### config.mk
export PLATFORM = sky130hd
export DESIGN_NAME = dda_line_rasterizer
export DESIGN_NICKNAME = d
export VERILOG_FILES = /design/src/rtl/dda_pkg.sv /design/src/rtl/dda_line_rasterizer.sv /design/src/rtl/dda_front.sv /design/src/rtl/dda_cmd_fifo.sv /design/src/rtl/dda_back.sv
export SDC_FILE = /design/constraint.sdc
export NUM_CORES = 1
export LEC_CHECK = 0
export BUFFER_PORTS_ARGS = -buffer_cell sky130_fd_sc_hd__buf_4
export CAP_MARGIN = 15
export CORE_MARGIN = 5
export CORE_UTILIZATION = 55
export DETAILED_ROUTE_END_ITERATION = 16
export PLACE_DENSITY = 0.73
export SKIP_CTS_REPAIR_TIMING = 1
export SLEW_MARGIN = 0
export SYNTH_ARGS = -nofsm -noshare
export SYNTH_HDL_FRONTEND = slang
export SYNTH_SLANG_ARGS = --single-unit
### constraint.sdc
create_clock -name clk -period 4.42 [get_ports clk]
set_input_delay 0.663 -clock clk [delete_from_list [all_inputs] [get_ports clk]]
set_output_delay 0.663 -clock clk [all_outputs]
set_load 0.1 [all_outputs]
### src/rtl/dda_pkg.sv
`timescale 1ns / 1ps
// ----------------------------------------------------------------------------
// dda_pkg
// Shared constants for the DDA line rasterizer: default widths, opcodes and
// the depth of the command queue between front and back.
// ----------------------------------------------------------------------------
package dda_pkg;

    localparam int COORD_BITS_DEF = 10;
    localparam int FRAC_BITS_DEF  = 16;
    localparam int QUEUE_DEPTH    = 2;

    // Input item kinds carried on tuser
    localparam logic OP_LOAD = 1'b0;
    localparam logic OP_STEP = 1'b1;

endpackage

### src/rtl/dda_line_rasterizer.sv
`timescale 1ns / 1ps
// A step item is written into the queue, then popped by the back into the
// registered output slot; a load occupies the back for a setup step, then
// the divider forms one quotient bit per cycle.
// Throughput: one pixel per cycle while the output drains and no load is
// dividing; the serial divider sets the cost of each load. rst_n clears
// the queue, line state and output register; after reset no line is active.
// ----------------------------------------------------------------------------
// dda_line_rasterizer
// DDA line rasterizer: a front classifies load and step items and computes
// axis distances, a two-entry queue decouples it from the back, and the back
// divides for the minor axis increment and walks the accumulators.
// ----------------------------------------------------------------------------
module dda_line_rasterizer #(
    parameter int COORD_BITS = dda_pkg::COORD_BITS_DEF,
    parameter int FRAC_BITS  = dda_pkg::FRAC_BITS_DEF,
    parameter int IN_TDATA_W  = ((4 * COORD_BITS + 7) / 8) * 8,
    parameter int OUT_TDATA_W = ((2 * COORD_BITS + 7) / 8) * 8
) (
    input  logic                   clk,
    input  logic                   rst_n,
    // input items
    input  logic                   s_axis_tvalid,
    output logic                   s_axis_tready,
    // start_x, start_y, end_x, end_y (low bit first), zero padded
    input  logic [IN_TDATA_W-1:0]  s_axis_tdata,
    // opcode: 0 load endpoints, 1 emit next pixel
    input  logic                   s_axis_tuser,
    // result items
    output logic                   m_axis_tvalid,
    input  logic                   m_axis_tready,
    // pixel_x, pixel_y (low bit first), zero padded
    output logic [OUT_TDATA_W-1:0] m_axis_tdata,
    // last_pixel
    output logic                   m_axis_tlast
);
    import dda_pkg::*;

    localparam int CMD_W = 4 * COORD_BITS + 3;

    logic [CMD_W-1:0]      front_cmd;
    logic [CMD_W-1:0]      queue_cmd;
    logic                  queue_full;
    logic                  queue_empty;
    logic                  queue_pop;
    logic [COORD_BITS-1:0] pixel_x;
    logic [COORD_BITS-1:0] pixel_y;

    // classify the item and precompute distances and directions
    dda_front #(
        .COORD_BITS (COORD_BITS),
        .CMD_W      (CMD_W)
    ) u_front (
        .opcode  (s_axis_tuser),
        .start_x (s_axis_tdata[0 * COORD_BITS +: COORD_BITS]),
        .start_y (s_axis_tdata[1 * COORD_BITS +: COORD_BITS]),
        .end_x   (s_axis_tdata[2 * COORD_BITS +: COORD_BITS]),
        .end_y   (s_axis_tdata[3 * COORD_BITS +: COORD_BITS]),
        .cmd     (front_cmd)
    );

    // accept whenever the queue has room
    assign s_axis_tready = !queue_full;

    dda_cmd_fifo #(
        .WIDTH (CMD_W),
        .DEPTH (QUEUE_DEPTH)
    ) u_queue (
        .clk       (clk),
        .rst_n     (rst_n),
        .push      (s_axis_tvalid),
        .push_data (front_cmd),
        .full      (queue_full),
        .pop       (queue_pop),
        .empty     (queue_empty),
        .pop_data  (queue_cmd)
    );

    // line setup, division and pixel walk, with a registered output slot
    dda_back #(
        .COORD_BITS (COORD_BITS),
        .FRAC_BITS  (FRAC_BITS),
        .CMD_W      (CMD_W)
    ) u_back (
        .clk        (clk),
        .rst_n      (rst_n),
        .cmd_empty  (queue_empty),
        .cmd        (queue_cmd),
        .cmd_pop    (queue_pop),
        .out_valid  (m_axis_tvalid),
        .out_ready  (m_axis_tready),
        .pixel_x    (pixel_x),
        .pixel_y    (pixel_y),
        .last_pixel (m_axis_tlast)
    );

    // pack the pixel and fill the upper bits with zeros
    assign m_axis_tdata = OUT_TDATA_W'({pixel_y, pixel_x});

endmodule

### src/rtl/dda_front.sv
`timescale 1ns / 1ps
// ----------------------------------------------------------------------------
// dda_front
// Classify an input item and turn a load into per-axis distance and
// direction, packed as one queue command.
// Command layout, low bit first:
//   is_step, start_x, start_y, abs_dx, abs_dy, neg_x, neg_y
// ----------------------------------------------------------------------------
module dda_front #(
    parameter int COORD_BITS = dda_pkg::COORD_BITS_DEF,
    parameter int CMD_W      = 4 * dda_pkg::COORD_BITS_DEF + 3
) (
    input  logic                  opcode,
    input  logic [COORD_BITS-1:0] start_x,
    input  logic [COORD_BITS-1:0] start_y,
    input  logic [COORD_BITS-1:0] end_x,
    input  logic [COORD_BITS-1:0] end_y,
    output logic [CMD_W-1:0]      cmd
);
    import dda_pkg::*;

    logic                  neg_x;
    logic                  neg_y;
    logic [COORD_BITS-1:0] abs_dx;
    logic [COORD_BITS-1:0] abs_dy;

    always_comb
    begin
        neg_x  = end_x < start_x;
        neg_y  = end_y < start_y;
        abs_dx = neg_x ? (start_x - end_x) : (end_x - start_x);
        abs_dy = neg_y ? (start_y - end_y) : (end_y - start_y);
        cmd    = {neg_y, neg_x, abs_dy, abs_dx, start_y, start_x, opcode == OP_STEP};
    end

endmodule

### src/rtl/dda_cmd_fifo.sv
`timescale 1ns / 1ps
// ----------------------------------------------------------------------------
// dda_cmd_fifo
// Small register queue that decouples the front from the back.
// ----------------------------------------------------------------------------
module dda_cmd_fifo #(
    parameter int WIDTH = 8,
    parameter int DEPTH = dda_pkg::QUEUE_DEPTH
) (
    input  logic             clk,
    input  logic             rst_n,
    input  logic             push,
    input  logic [WIDTH-1:0] push_data,
    output logic             full,
    input  logic             pop,
    output logic             empty,
    output logic [WIDTH-1:0] pop_data
);
    import dda_pkg::*;

    localparam int PW = (DEPTH > 1) ? $clog2(DEPTH) : 1;
    localparam int CW = $clog2(DEPTH + 1);

    logic [WIDTH-1:0] mem_reg [DEPTH];
    logic [PW-1:0]    wr_ptr_reg;
    logic [PW-1:0]    rd_ptr_reg;
    logic [CW-1:0]    count_reg;
    logic             do_push;
    logic             do_pop;

    assign full     = count_reg == CW'(DEPTH);
    assign empty    = count_reg == '0;
    assign pop_data = mem_reg[rd_ptr_reg];
    assign do_push  = push && !full;
    assign do_pop   = pop && !empty;

    always_ff @(posedge clk)
    begin
        if (do_push)
        begin
            mem_reg[wr_ptr_reg] <= push_data;
        end
    end

    always_ff @(posedge clk or negedge rst_n)
    begin
        if (!rst_n)
        begin
            wr_ptr_reg <= '0;
            rd_ptr_reg <= '0;
            count_reg  <= '0;
        end
        else
        begin
            if (do_push)
            begin
                wr_ptr_reg <= (wr_ptr_reg == PW'(DEPTH - 1)) ? '0 : wr_ptr_reg + 1'b1;
            end
            if (do_pop)
            begin
                rd_ptr_reg <= (rd_ptr_reg == PW'(DEPTH - 1)) ? '0 : rd_ptr_reg + 1'b1;
            end
            if (do_push && !do_pop)
            begin
                count_reg <= count_reg + 1'b1;
            end
            else if (do_pop && !do_push)
            begin
                count_reg <= count_reg - 1'b1;
            end
        end
    end

endmodule

### src/rtl/dda_back.sv
`timescale 1ns / 1ps
// ----------------------------------------------------------------------------
// dda_back
// Execute queued commands: set up a line with a bit-serial division for the
// minor axis increment, then emit one pixel per step from the accumulators.
// ----------------------------------------------------------------------------
module dda_back #(
    parameter int COORD_BITS = dda_pkg::COORD_BITS_DEF,
    parameter int FRAC_BITS  = dda_pkg::FRAC_BITS_DEF,
    parameter int CMD_W      = 4 * dda_pkg::COORD_BITS_DEF + 3
) (
    input  logic                  clk,
    input  logic                  rst_n,
    input  logic                  cmd_empty,
    input  logic [CMD_W-1:0]      cmd,
    output logic                  cmd_pop,
    output logic                  out_valid,
    input  logic                  out_ready,
    output logic [COORD_BITS-1:0] pixel_x,
    output logic [COORD_BITS-1:0] pixel_y,
    output logic                  last_pixel
);
    import dda_pkg::*;

    localparam int AW  = COORD_BITS + FRAC_BITS + 1;
    localparam int IW  = FRAC_BITS + 2;
    localparam int QW  = FRAC_BITS + 1;
    localparam int LW  = COORD_BITS + 1;
    localparam int CNW = $clog2(FRAC_BITS);

    localparam logic ST_RUN = 1'b0;
    localparam logic ST_DIV = 1'b1;

    localparam logic [IW-1:0] UNIT_INC = IW'(1) << FRAC_BITS;

    // command fields
    logic                  c_step;
    logic [COORD_BITS-1:0] c_sx;
    logic [COORD_BITS-1:0] c_sy;
    logic [COORD_BITS-1:0] c_adx;
    logic [COORD_BITS-1:0] c_ady;
    logic                  c_negx;
    logic                  c_negy;

    logic                  state_reg,    state_next;
    logic [CNW-1:0]        cnt_reg,      cnt_next;
    logic [COORD_BITS-1:0] rem_reg,      rem_next;
    logic [QW-1:0]         quo_reg,      quo_next;
    logic [COORD_BITS-1:0] steps_reg,    steps_next;
    logic                  minor_x_reg,  minor_x_next;
    logic                  neg_x_reg,    neg_x_next;
    logic                  neg_y_reg,    neg_y_next;
    logic [AW-1:0]         x_acc_reg,    x_acc_next;
    logic [AW-1:0]         y_acc_reg,    y_acc_next;
    logic [IW-1:0]         x_inc_reg,    x_inc_next;
    logic [IW-1:0]         y_inc_reg,    y_inc_next;
    logic [LW-1:0]         left_reg,     left_next;
    logic                  ov_reg,       ov_next;
    logic [COORD_BITS-1:0] px_reg,       px_next;
    logic [COORD_BITS-1:0] py_reg,       py_next;
    logic                  last_reg,     last_next;

    logic                  out_free;
    logic                  x_major;
    logic [COORD_BITS-1:0] steps_w;
    logic [COORD_BITS-1:0] minor_w;
    logic [COORD_BITS:0]   rem_shift;
    logic                  q_bit;
    logic [IW-1:0]         minor_inc;
    logic [IW-1:0]         major_x_inc;
    logic [IW-1:0]         major_y_inc;

    assign {c_negy, c_negx, c_ady, c_adx, c_sy, c_sx, c_step} = cmd;

    assign out_valid  = ov_reg;
    assign pixel_x    = px_reg;
    assign pixel_y    = py_reg;
    assign last_pixel = last_reg;

    always_comb
    begin
        out_free    = !ov_reg || out_ready;
        x_major     = c_adx > c_ady;
        steps_w     = x_major ? c_adx : c_ady;
        minor_w     = x_major ? c_ady : c_adx;
        rem_shift   = {rem_reg, 1'b0};
        q_bit       = rem_shift >= {1'b0, steps_reg};
        // quotient including the bit formed this cycle
        minor_inc   = {1'b0, quo_reg[QW-2:0], q_bit};
        major_x_inc = neg_x_reg ? (~UNIT_INC + 1'b1) : UNIT_INC;
        major_y_inc = neg_y_reg ? (~UNIT_INC + 1'b1) : UNIT_INC;

        state_next   = state_reg;
        cnt_next     = cnt_reg;
        rem_next     = rem_reg;
        quo_next     = quo_reg;
        steps_next   = steps_reg;
        minor_x_next = minor_x_reg;
        neg_x_next   = neg_x_reg;
        neg_y_next   = neg_y_reg;
        x_acc_next   = x_acc_reg;
        y_acc_next   = y_acc_reg;
        x_inc_next   = x_inc_reg;
        y_inc_next   = y_inc_reg;
        left_next    = left_reg;
        ov_next      = ov_reg && !out_ready;
        px_next      = px_reg;
        py_next      = py_reg;
        last_next    = last_reg;
        cmd_pop      = 1'b0;

        unique case (state_reg)
            ST_RUN:
            begin
                if (!cmd_empty)
                begin
                    if (!c_step)
                    begin
                        // load: start point, step count, kick off the division
                        cmd_pop      = 1'b1;
                        x_acc_next   = AW'(c_sx) << FRAC_BITS;
                        y_acc_next   = AW'(c_sy) << FRAC_BITS;
                        left_next    = LW'(steps_w);
                        steps_next   = steps_w;
                        minor_x_next = !x_major;
                        neg_x_next   = c_negx;
                        neg_y_next   = c_negy;
                        x_inc_next   = '0;
                        y_inc_next   = '0;
                        cnt_next     = CNW'(FRAC_BITS - 1);
                        if (minor_w == steps_w)
                        begin
                            quo_next = QW'(1);
                            rem_next = '0;
                        end
                        else
                        begin
                            quo_next = '0;
                            rem_next = minor_w;
                        end
                        if (steps_w != '0)
                        begin
                            state_next = ST_DIV;
                        end
                    end
                    else if (left_reg == '0)
                    begin
                        // step with no active line: drop it
                        cmd_pop = 1'b1;
                    end
                    else if (out_free)
                    begin
                        cmd_pop    = 1'b1;
                        ov_next    = 1'b1;
                        px_next    = x_acc_reg[FRAC_BITS +: COORD_BITS];
                        py_next    = y_acc_reg[FRAC_BITS +: COORD_BITS];
                        last_next  = left_reg == LW'(1);
                        x_acc_next = x_acc_reg + {{(AW - IW){x_inc_reg[IW-1]}}, x_inc_reg};
                        y_acc_next = y_acc_reg + {{(AW - IW){y_inc_reg[IW-1]}}, y_inc_reg};
                        left_next  = left_reg - 1'b1;
                    end
                end
            end
            ST_DIV:
            begin
                // one quotient bit per cycle
                rem_next = q_bit ? COORD_BITS'(rem_shift - {1'b0, steps_reg})
                                 : rem_shift[COORD_BITS-1:0];
                quo_next = {quo_reg[QW-2:0], q_bit};
                cnt_next = cnt_reg - 1'b1;
                if (cnt_reg == '0)
                begin
                    state_next = ST_RUN;
                    if (minor_x_reg)
                    begin
                        x_inc_next = neg_x_reg ? (~minor_inc + 1'b1) : minor_inc;
                        y_inc_next = major_y_inc;
                    end
                    else
                    begin
                        x_inc_next = major_x_inc;
                        y_inc_next = neg_y_reg ? (~minor_inc + 1'b1) : minor_inc;
                    end
                end
            end
            default:
            begin
                state_next = ST_RUN;
            end
        endcase
    end

    always_ff @(posedge clk or negedge rst_n)
    begin
        if (!rst_n)
        begin
            state_reg   <= ST_RUN;
            cnt_reg     <= '0;
            rem_reg     <= '0;
            quo_reg     <= '0;
            steps_reg   <= '0;
            minor_x_reg <= 1'b0;
            neg_x_reg   <= 1'b0;
            neg_y_reg   <= 1'b0;
            x_acc_reg   <= '0;
            y_acc_reg   <= '0;
            x_inc_reg   <= '0;
            y_inc_reg   <= '0;
            left_reg    <= '0;
            ov_reg      <= 1'b0;
            px_reg      <= '0;
            py_reg      <= '0;
            last_reg    <= 1'b0;
        end
        else
        begin
            state_reg   <= state_next;
            cnt_reg     <= cnt_next;
            rem_reg     <= rem_next;
            quo_reg     <= quo_next;
            steps_reg   <= steps_next;
            minor_x_reg <= minor_x_next;
            neg_x_reg   <= neg_x_next;
            neg_y_reg   <= neg_y_next;
            x_acc_reg   <= x_acc_next;
            y_acc_reg   <= y_acc_next;
            x_inc_reg   <= x_inc_next;
            y_inc_reg   <= y_inc_next;
            left_reg    <= left_next;
            ov_reg      <= ov_next;
            px_reg      <= px_next;
            py_reg      <= py_next;
            last_reg    <= last_next;
        end
    end

endmodule

### Word-level counts from Yosys, hierarchy flattened

Memory sizes are Yosys's and may differ from the RTL's.
Index checks and enable logic that the tools add are counted.

* bits in latches: 0
* output and inout port bits: 27
* register bits: 171
* ROM bits: 0
* memory bits (writable): 86
* word-level logic and storage cells: 133
* memories kept: 1

* multiply operators: 0
* equality and inequality tests: 8
* divide/modulo/power cells: 0
* shifts and indexed selects: 0
* bitwise operators: 5
* multiplexer cells: 58
* add/sub/neg operators: 14
* $lt $le $gt $ge: 4
* reductions and logical operators: 23

Memory list
* u_queue.mem_reg: depth 2, bits a word 43, read ports 1, clocked after Yosys merged registers in 0, write ports 1, RTL line dda_cmd_fifo.sv:24 `logic [WIDTH-1:0] mem_reg [DEPTH];`

Operators by type and width (number)
* 18-bit two-way mux: 10
* 27-bit two-way mux: 6
* 10-bit two-way mux: 8
* 18-bit one-hot mux with 2 select lines: 2
* 27-bit adder: 2
* 10-bit subtractor: 5
* 11-bit two-way mux: 3
* 16-bit two-way mux: 2
* 16-bit one-hot mux with 2 select lines: 1
* 10-bit less-than comparator: 2
* 10-bit one-hot mux with 2 select lines: 1
* 1-bit two-way mux: 19
* 18-bit by 1-bit adder with 18-bit output, second input constant: 1
* 17-bit inverter with 18-bit output: 1
* 11-bit by 1-bit == test with 1-bit output, second input constant: 1
* 11-bit by 10-bit >= comparator with 1-bit output: 1
* 11-bit logical NOT: 1
* 11-bit by 1-bit subtractor with 11-bit output, second input constant: 1
* 10-bit == test: 1
* 10-bit greater-than comparator: 1
* 2-bit inequality test, second input constant: 5
* 10-bit nonzero test: 1
* 4-bit two-way mux: 2
* 4-bit one-hot mux with 2 select lines: 1
* 18 further kinds: 34

### Logic depth before layout (Yosys ltp)

Gate-level depths: netlist of run 1.

* depth in word-level cells: 11
* mapped depth: 19
* gate-level depth less buffers: 18

### By module

From an unflattened synthesis of run 1, not the netlist that was laid out.

* cell total of the unflattened synthesis: 1610
* area, all modules: 16015.4 µm²

By module, submodules not included
* dda_back: area an instance 10618.9 µm², cells each 1205, sequential area each 4129.0 µm², instances 1
* dda_cmd_fifo: area an instance 3500.9 µm², cells each 153, sequential area each 2682.6 µm², instances 1
* dda_front: area an instance 1858.0 µm², cells each 246, sequential area each 0.0 µm², instances 1
* dda_line_rasterizer: area an instance 37.5 µm², cells each 6, sequential area each 0.0 µm², instances 1

### Worst setup path before layout of run 1

Ideal clock, no wire load.

* path type: reg2reg
* start: register u_back.steps_reg[1]
* end: register u_back.x_inc_reg[16]
* path buffers: 1
* required time: 4.299 ns
* setup slack: 0.370 ns
* arrival: 3.929 ns
* stages on the path, launching flop included: 20
* clock period less this slack: 4.050 ns
* cell sequence: dfrtp_1 -> inv_1 -> ha_1 -> nor2b_1 -> o21ai_0 -> a21boi_1 -> o31ai_1 -> a21o_1 -> a21oi_2 -> inv_2 -> buf_1 -> ha_1 -> nor2b_1 -> nand3_1 -> or3_1 -> or3_1 -> o31ai_2 -> xor2_1 -> nand2_1 -> a22o_1

* longest elaborated chain between the ends: 7

Ends and longest elaborated chain
* from (decl): RTL line dda_back.sv:49 `logic [COORD_BITS-1:0] steps_reg, steps_next;`
* from (signal assigned): RTL line dda_back.sv:221 `steps_reg <= steps_next;`
* 11-bit by 10-bit >= comparator with 1-bit output: RTL line dda_back.sv:87 `q_bit = rem_shift >= {1'b0, steps_reg};`
* 17-bit inverter with 18-bit output: RTL line dda_back.sv:176 `x_inc_next = neg_x_reg ? (~minor_inc + 1'b1) : minor_inc;`
* 18-bit by 1-bit adder with 18-bit output: RTL line dda_back.sv:176
* 18-bit two-way mux: RTL line dda_back.sv:176
* 18-bit two-way mux: RTL line dda_back.sv:174 `if (minor_x_reg)`
* 18-bit two-way mux: RTL line dda_back.sv:171 `if (cnt_reg == '0)`
* 18-bit one-hot mux with 2 select lines: RTL line dda_back.sv:112 `unique case (state_reg)`
* to (signal assigned): RTL line dda_back.sv:227 `x_inc_reg <= x_inc_next;`
* to (decl): RTL line dda_back.sv:55 `logic [IW-1:0] x_inc_reg, x_inc_next;`

Every way passes these cells. The select of a mux whose other input is x is not followed.
A chain may end at the register's enable or synchronous reset.

### Worst setup path in the final report of run 1

Same ends and word-level chain as after synthesis.

==> results.yml, run 1 <==
outcome:
  outcome: "finished, final reports clean"
finish:
  area_growth_pct: 11.9
  layout_commonest_cell: "nand2_1"
  drive_above_1_share_pct: 10.9
  final_cell_mix: "nand2_1 (200), dfrtp_1 (168), o21ai_0 (128), ha_1 (113), inv_1 (92)"
  fin_nets: 1818
  stdcell_count: 2054
  antennaDiodeCount: 0
  largest_register_ffs: 86
timing:
  tightest_slew_ns: 1.14
  max_freq_mhz: 244
  rsz0062_at_grt: "no"
  relSlewSlack_pct: 23.7
  final_max_slew_viol_count: 0
  fin_crit_ns: 4.10
  setup_tns_ns: 0
  timing.final.ws_setup_ns: 0.325
  fin_hold_ws_ns: 0.200
  finClkSkew_ns: 0.0136
  fin_crit_sh_pct: 92.7
  final_hold_viol_count: 0
  setup_viol: 0
yosys:
  yosysWarnings: 0
  yosys.area.top_type: "dfrtp_1"
  synth_area_um2: 15600
  ys.flop_type: "dfrtp_1"
  synth_edf_count: 86
  synth_top_area_share_pct: 27.0
  synth_area_leaders: "dfrtp_1 (27%), edfxtp_1 (17%), ha_1 (9.0%)"
  yosysSeqAreaShare_pct: 43.5
  syn_inst: 1600
  synth_area_per_cell_um2: 9.78
  synthDistinctLibCells: 81
  yosys_register_bits: 255
  ys_async_sr_fraction_pct: 66.3
floorplanning:
  start_util_pct: 56.0
  fp.dieArea_um2: 31900
  fp.dieW_um: 179
  coreArea_um2: 27900
  rows: 61
  die_h_um: 179
  io_pins: 72
drt:
  top_layer: "met4"
  met2WireLength_um: 17900
  initialDrtViolationCount: 1133
  route.met3.wl_um: 1930
  wl_per_cell_um: 18.5
  met1_length_um: 17200
  vias: 12400
  via_per_inst: 6.03
  routed_wl_um: 38100
  drc_errors: 0
  first_pass_iters: 6
  drt.antenna.violating_nets: 0
clocking:
  clkTransAtPathRegs_ns: 0.06
  ctsLongestPathBuffers: 3
  cts.sinks: 255
  clock-root-buffer: "clkbuf_16"
  clock_latency_ns: 0.55
  tritoncts: "done"
  cts_buffers: 29
  htreeDepth: 1
pwr:
  p_total_mw: 12.4
  ir_drop_mv: 0.615
  leakagePower_nw: 8.12
  p_per_area_nw_per_um2: 707
setup_path:
  arrival_ns: 4.53
  slowest_stage: "or3_1"
  crit_required_ns: 4.85
  endpoint_kind: "flop"
  crit_type: "reg -> reg"
  path_cells: "inv_1, ha_1, nor2b_1, o21ai_0, a21boi_1, o31ai_1, a21o_1, a21oi_2, inv_2, ha_1, nor2b_1, nand3_1, or3_1, or3_1, o31ai_2, xor2_1, nand2_1, a22o_1"
  cpPeakStageDelay_ns: 0.42
  worstReg2RegStart: "u_back.steps_reg[1]$_DFFE_PN0P_"
  startpoint: "u_back.steps_reg[1]$_DFFE_PN0P_"
  worstSetupStartpointType: "flop"
  cp_max_fo: 4
placement:
  routabilityCongestion: 0.886
  place_inst: 2000
  port_buffers: 67
  dp_hpwl_um: 27400
  pre_cts_slack_ns: 0.402
grt:
  grt_max_degree: 96
  antenna_found_initial: 0
  track_usage_pct: 23.9
  first_global_vias: 12100
  grt_pass1_wl_um: 62100
  overflow: 0
run:
  drv_cap: 0
hold_path:
  hold_class: "in -> async"
## per-stage QoR
step | cell area, um^2 | util, %
2_1_floorplan | 15700 | -
3_3_place_gp | 16600 | 59.3
3_5_place_dp | 16600 | 59.3
4_1_cts | 17500 | 62.7
5_1_grt | 17500 | 62.7
6_report | 17500 | 62.7
## logic make-up (layout without fill, tap and decap cells)
logic type / count (synthesis) / in the layout / share of synthesized area (%)
mux: 80 / 80 / 5.34
flops: 255 / 255 / 43.5
compound gates: 433 / 433 / 18.5
fa+ha+maj: 120 / 120 / 9.93
other cells: 1 / 4 / 0.0240
simple gates: 463 / 463 / 13.9
buf+inv: 168 / 241 / 4.32
xor+xnor: 80 / 80 / 4.48
## cells in the mapped netlist, types with 15 or more instances
cell,count
nand2_1,200
dfrtp_1,169
o21ai_0,128
ha_1,113
inv_1,92
a21oi_1,87
edfxtp_1,86
nor2_1,84
mux2i_1,64
clkbuf_1,46
xnor2_1,43
xor2_1,37
nand3_1,34
a21o_1,33
a22o_1,25
nor3_1,25
nand4_1,19
nand2b_1,16
a211oi_1,15
o21bai_1,15
## power breakdown
group	internal, mW	total [mW]	switching (mW)
Sequential	3.29	4.01	0.716
Combinational	2.23	6.01	3.78
Clock	1.40	2.36	0.962
Total	6.92	12.4	5.45
## cell type report
cell class              instances  area, um^2
well taps                     378         473
clock inverters                15         145
multi-input cells            1180        8210
fillers                      2365       10400
clock buffers                  39         803
repair buffers                 92         707
flip-flops and latches        255        6810
inverters                      95         357
## path summary, 6_finish.rpt
kind	depth (start not counted)	slack, ns	to
worst max-delay path	18	0.32	u_back.x_inc_reg[16]$_DFFE_PN0P_
worst min-delay path	1	0.20	u_back.x_acc_reg[1]$_DFFE_PN0P_
worst max register to register	18	0.32	u_back.x_inc_reg[16]$_DFFE_PN0P_
worst min register to register	1	0.47	u_back.cnt_reg[3]$_DFFE_PN0P_
max in group asynchronous	2	3.32	u_back.pixel_x[6]$_DFFE_PN0P_
min in group clk	1	0.32	u_queue.mem_reg[1][20]$_DFFE_PP_
## critical path: cells and delay by family, from the launching register on
kind	cells	cell delay (ns)
flip-flops	1	0.40
AO/OA/AOI/OAI	7	1.34
AND/OR/NAND/NOR	6	1.42
buffers and inverters	2	0.16
XOR/XNOR	1	0.17
adder cells (fa/ha/maj)	2	0.51
## layer usage
layer	GRT usage, %	vias up
met2	39.3	396
li1	-	5919
met5	0	-
met1	33.9	5992
met4	6.36	0
met3	2.85	75
Power figures use the tool's default switching activity.
==> inputs of run 2 (changes only) <==
--- a/config.mk
+++ b/config.mk
@@ -10,7 +10,7 @@
 export CORE_MARGIN = 5
 export CORE_UTILIZATION = 55
 export DETAILED_ROUTE_END_ITERATION = 16
-export PLACE_DENSITY = 0.73
+export PLACE_DENSITY = 0.82
 export SKIP_CTS_REPAIR_TIMING = 1
 export SLEW_MARGIN = 0
 export SYNTH_ARGS = -nofsm -noshare
==> constraint.sdc (replaced) <==
create_clock -name clk -period 4.42 [get_ports clk]
set_input_delay 0 -clock clk [delete_from_list [all_inputs] [get_ports clk]]
set_output_delay 0 -clock clk [all_outputs]
set_load 0.1 [all_outputs]
==> results.yml, run 2 (synthesis gave the netlist of run 1 again) <==
outcome:
  outcome: "finished, final reports clean"
clocking:
  cts_buffers: 27
  cts.sinks: 255
  clkTransAtPathRegs_ns: 0.06
  clock_latency_ns: 0.55
  ctsLongestPathBuffers: 3
  htreeDepth: 1
  clock-root-buffer: "clkbuf_16"
  tritoncts: "done"
timing:
  final_hold_viol_count: 0
  final_max_slew_viol_count: 0
  relSlewSlack_pct: 32.6
  fin_crit_sh_pct: 91.1
  tightest_slew_ns: 1.01
  setup_tns_ns: 0
  setup_viol: 0
  fin_crit_ns: 4.03
  max_freq_mhz: 248
  timing.final.ws_setup_ns: 0.394
  finClkSkew_ns: 0.0220
  rsz0062_at_grt: "no"
pwr:
  p_per_area_nw_per_um2: 703
  pwr-share-seq_pct: 32.1
  power_frac_clock_pct: 19.4
  leakagePower_nw: 8.24
  power.internal_mw: 7.03
  power_frac_comb_pct: 48.5
  p_sw_share_pct: 43.9
  ir_drop_mv: 0.407
  power_switching_mw: 5.50
setup_path:
  crit_type: "reg -> reg"
  slowest_stage: "or3_1"
  path_cells: "inv_1, ha_1, nor2b_1, o21ai_0, a21boi_1, o31ai_2, a21o_1, a21oi_2, inv_2, ha_1, nor2b_1, nand3_1, or3_1, or3_1, o31ai_2, xor2_1, nand2_1, a22o_1"
  endpoint_kind: "flop"
  arrival_ns: 4.44
  cp_max_fo: 4
  crit_required_ns: 4.83
  cpLargestDelayFamily: "simple AND/OR/NAND/NOR gates"
  path_buf_inv: 2
  cpPeakStageDelay_ns: 0.43
  worstSetupStartpointType: "flop"
grt:
  grt_pass1_wl_um: 62500
  antenna_found_initial: 0
  grt_max_degree: 107
  track_usage_pct: 24.0
  first_global_vias: 12300
  overflow: 0
floorplanning:
  start_util_pct: 56.0
  rows: 61
  io_pins: 72
  fp.dieArea_um2: 31900
  fp.dieW_um: 179
  coreArea_um2: 27900
  die_h_um: 179
drt:
  vias: 12700
  routed_wl_um: 38900
  drc_errors: 0
  initialDrtViolationCount: 1084
  first_pass_iters: 8
  via_per_inst: 6.11
  wl_per_cell_um: 18.8
  drt.antenna.violating_nets: 0
hold_path:
  hold_class: "in -> reg"
placement:
  routabilityCongestion: 0.925
  port_buffers: 67
  pre_cts_slack_ns: 0.435
  dp_hpwl_um: 27700
finish:
  area_growth_pct: 13.8
  final_cell_mix: "nand2_1 (200), dfrtp_1 (168), o21ai_0 (128), ha_1 (113), inv_1 (92)"
  antennaDiodeCount: 0
  drive_above_1_share_pct: 10.9
  layout_commonest_cell: "nand2_1"
  fin_nets: 1844
  largest_register_ffs: 86
run:
  drv_cap: 0
run 2: cell count changes in the layout (fill, tap and decap cells not counted), moves of 2 or more:
cell	previous run	this run
clkbuf_1	6	1
bufinv_16	2	5
clkbuf_16	29	27
dlygate4sd3_1	0	26
run 2: path summary, 6_finish.rpt:
check	slack (ns)	end	depth (start not counted)	from
setup / recovery	0.39	u_back.x_inc_reg[16]$_DFFE_PN0P_	18	u_back.steps_reg[1]$_DFFE_PN0P_
hold / removal	0.005	u_queue.mem_reg[0][32]$_DFFE_PP_	3	s_axis_tdata[31]
setup reg to reg	0.39	u_back.x_inc_reg[16]$_DFFE_PN0P_	18	u_back.steps_reg[1]$_DFFE_PN0P_
hold reg to reg	0.46	u_back.cnt_reg[3]$_DFFE_PN0P_	1	u_back.cnt_reg[3]$_DFFE_PN0P_
max in group asynchronous	3.20	u_back.y_acc_reg[6]$_DFFE_PN0P_	3	rst_n
min in group asynchronous	0.15	u_back.x_acc_reg[6]$_DFFE_PN0P_	2	rst_n
run 2: layout make-up:
type / count / area (um^2)
flip-flops and latches: 255 / 6810
clock inverters: 17 / 226
well taps: 378 / 473
multi-input cells: 1180 / 8220
fillers: 2121 / 10100
clock buffers: 32 / 734
inverters: 95 / 357
repair buffers: 120 / 995
run 2: worst register-to-register path: stages, from the launching register on:
cell and delay [ns]:
dfrtp_1 0.40, inv_1 0.06, ha_1 0.30, nor2b_1 0.13, o21ai_0 0.21, a21boi_1 0.16, o31ai_2 0.25, a21o_1 0.16
a21oi_2 0.06, inv_2 0.07, ha_1 0.18, nor2b_1 0.23, nand3_1 0.14, or3_1 0.39, or3_1 0.43, o31ai_2 0.25
xor2_1 0.18, nand2_1 0.07, a22o_1 0.22
run 2: power by group through the flow:
stage	logic [mW]	clock network, mW	registers, mW
global route	6.65	2.56	4.10
CTS	5.96	2.46	4.00
detailed placement	5.91	0	4.03
finish	6.07	2.43	4.02
floorplan	4.13	0	4.27
global placement	5.73	0	4.00
run 2: stage by stage:
stage	hold WS, ns	total power, mW	instance area, um^2	cells	util, %
finish	0.00526	12.5	17800	2077	63.8
CTS	-0.372	12.4	17500	2050	62.8
global placement	0.185	9.73	16600	2001	59.3
detailed placement	0.193	9.94	16600	2001	59.3
global route	0.00549	13.3	17800	2077	63.8
floorplan	-0.296	8.41	15700	1603	-
run 2: metal layers:
layer  vias up  routed length, um  global-route usage (%)
li1       5974                  -                       -
met1      6136              16600                    32.9
met2       504              18700                    40.2
met3        86               2410                    3.33
met4         0               1200                    6.81
met5         -                  0                       0
==> inputs of run 3 (changes only) <==
--- a/config.mk
+++ b/config.mk
@@ -10,9 +10,10 @@
 export CORE_MARGIN = 5
 export CORE_UTILIZATION = 55
 export DETAILED_ROUTE_END_ITERATION = 16
-export PLACE_DENSITY = 0.82
+export PLACE_DENSITY = 0.81
 export SKIP_CTS_REPAIR_TIMING = 1
 export SLEW_MARGIN = 0
 export SYNTH_ARGS = -nofsm -noshare
 export SYNTH_HDL_FRONTEND = slang
+export SYNTH_HIERARCHICAL = 1
 export SYNTH_SLANG_ARGS = --single-unit
==> results.yml, run 3 <==
timing:
  finClkSkew_ns: 0.00672
  setup_tns_ns: 0
  relSlewSlack_pct: 26.1
  tightest_slew_ns: 1.11
  rsz0062_at_grt: "no"
  fin_crit_ns: 3.60
  final_hold_viol_count: 0
  fin_crit_sh_pct: 81.5
  setup_viol: 0
  max_freq_mhz: 278
  final_max_slew_viol_count: 0
setup_path:
  crit_type: "reg -> reg"
  cp_max_fo: 23
  endpoint_kind: "flop"
  path_cells: "buf_4, mux2_4, ha_1, nand4_1, a21oi_1, a211oi_1, o21ai_1, buf_4, o31a_1, a21oi_1, a222oi_1"
  path_buf_inv: 2
  arrival_ns: 4.04
  slowest_stage: "o31a_1"
  worstSetupStartpointType: "flop"
  cpPeakStageDelay_ns: 0.67
  crit_required_ns: 4.86
  cpLargestDelayFamily: "compound AO/OA/AOI/OAI gates"
floorplanning:
  start_util_pct: 55.8
  coreArea_um2: 28700
  io_pins: 72
  fp.dieW_um: 181
  rows: 62
  die_h_um: 181
  fp.dieArea_um2: 32600
yosys:
  synth_area_um2: 16000
  ys.flop_type: "dfrtp_1"
  synth_top_area_share_pct: 26.4
  synth.most_common_cell: "nand2_1"
  yosys.area.top_type: "dfrtp_1"
  synthTopCellsByCount: "nand2_1 (204), dfrtp_1 (169), o21ai_0 (116)"
  ys_async_sr_fraction_pct: 66.3
  yosys_register_bits: 255
  syn_inst: 1610
  synthDistinctLibCells: 85
  synth_area_leaders: "dfrtp_1 (26%), edfxtp_1 (16%), ha_1 (8.9%)"
  yosysWarnings: 6
  synth_area_per_cell_um2: 9.95
  synth_edf_count: 86
  yosysSeqAreaShare_pct: 42.5
drt:
  drt.antenna.violating_nets: 0
  drc_errors: 0
  first_pass_iters: 5
  routed_wl_um: 37500
  via_per_inst: 5.95
  initialDrtViolationCount: 1064
  vias: 12300
  wl_per_cell_um: 18.1
clocking:
  clock-root-buffer: "clkbuf_16"
  clock_latency_ns: 0.55
  clkTransAtPathRegs_ns: 0.06
  cts.sinks: 255
  cts_buffers: 28
  htreeDepth: 1
  tritoncts: "done"
  ctsLongestPathBuffers: 3
placement:
  place_inst: 1988
  port_buffers: 67
  routabilityCongestion: 0.926
  dp_hpwl_um: 26300
finish:
  largest_register_ffs: 86
  fin_nets: 1829
  drive_above_1_share_pct: 12.6
  area_growth_pct: 11.4
  antennaDiodeCount: 0
  stdcell_count: 2068
  layout_commonest_cell: "nand2_1"
  final_cell_mix: "nand2_1 (204), dfrtp_1 (168), o21ai_0 (115), ha_1 (114), inv_1 (94)"
  num-fill-cells: 2277
grt:
  overflow: 0
  first_global_vias: 11900
  track_usage_pct: 21.9
  antenna_found_initial: 0
  grt_max_degree: 77
  grt_pass1_wl_um: 60100
pwr:
  ir_drop_mv: 0.525
  leakagePower_nw: 8.33
  p_per_area_nw_per_um2: 695
outcome:
  outcome: "finished, final reports clean"
hold_path:
  hold_class: "in -> reg"
run:
  drv_cap: 0
[run 3: cell types whose count changed in the layout (fill, tap and decap cells not counted), sizes merged, moves of 9 or more]
cell and change:
nand3 -11, o21ai -10, o31ai +14, a32oi -12
mux2i -32, mux2 +35, a21o +9, a2111o -9
xor2 +19, o221ai -11
[run 3: area by class of cell]
type / instances / area, um^2 / share of cell area [%]
Multi-Input combinational cell: 1169 / 8320 / 46.6
Sequential cell: 255 / 6810 / 38.2
Timing Repair Buffer: 115 / 940 / 5.27
Clock buffer: 36 / 771 / 4.32
Tap cell: 384 / 480 / 2.69
Inverter: 94 / 353 / 1.98
Clock inverter: 15 / 164 / 0.919
[run 3: tightest hold or removal path, delay by kind of cell]
family / cells / cell delay [ns]
buffers and inverters: 1 / 0.09
adder cells (fa/ha/maj): 1 / 0.20
XOR/XNOR: 1 / 0.11
[run 3: metal layers]
layer  vias up  GRT usage (%)  wire [um]
met2       388           37.1      18300
met4         0           7.23       1360
li1       5856              -          -
met5         -              0          0
met1      5975           29.4      15900
met3        92           2.83       1940
[run 3: logic make-up (layout without fill, tap and decap cells)]
| kind of cell | count (synthesis) | count (layout) | share of synthesized area, % |
|---|---|---|---|
| other | 1 | 4 | 0.0234 |
| XOR/XNOR | 92 | 92 | 5.08 |
| AO/OA/AOI/OAI | 438 | 438 | 17.9 |
| AND/OR/NAND/NOR | 431 | 431 | 12.4 |
| adder cells (fa/ha/maj) | 121 | 121 | 9.78 |
| buffers and inverters | 189 | 260 | 5.70 |
| flip-flops | 255 | 255 | 42.5 |
| multiplexers | 83 | 83 | 6.52 |
[run 3: worst paths after layout]
path | slack, ns | startpoint | to | depth (start not counted)
max | 0.82 | u_queue/rd_ptr_reg$_DFFE_PN0P_ | u_back/left_reg[1]$_DFFE_PN0P_ | 11
min | 0.02 | s_axis_tdata[38] | u_queue/mem_reg[1][39]$_DFFE_PP_ | 3
max reg2reg | 0.82 | u_queue/rd_ptr_reg$_DFFE_PN0P_ | u_back/left_reg[1]$_DFFE_PN0P_ | 11
min reg2reg | 0.47 | u_back/cnt_reg[3]$_DFFE_PN0P_ | u_back/cnt_reg[3]$_DFFE_PN0P_ | 1
max in group asynchronous | 3.18 | rst_n | u_queue/rd_ptr_reg$_DFFE_PN0P_ | 3
min in group asynchronous | 0.05 | rst_n | u_back/x_acc_reg[8]$_DFFE_PN0P_ | 2
[run 3: report_power, final]
part | total (mW) | switching (mW) | leakage (nW) | internal (mW)
clock | 2.35 | 0.949 | 0.467 | 1.40
combinational | 6.03 | 3.64 | 4.90 | 2.38
sequential | 4.02 | 0.706 | 2.96 | 3.31
[run 3: stage by stage]
stage	hold WS (ns)	instance area, um^2	power, mW	setup slack [ns]	util (%)
final	0.0225	17800	12.4	0.818	62.1
after global routing	0.0292	17800	13.2	0.526	62.1
after CTS	-0.493	17500	12.4	0.835	61.1
after detailed placement	0.0826	16600	9.98	0.855	57.9
after global placement	0.0771	16600	9.76	0.922	57.9
after floorplan	-0.296	16000	8.64	1.01	-
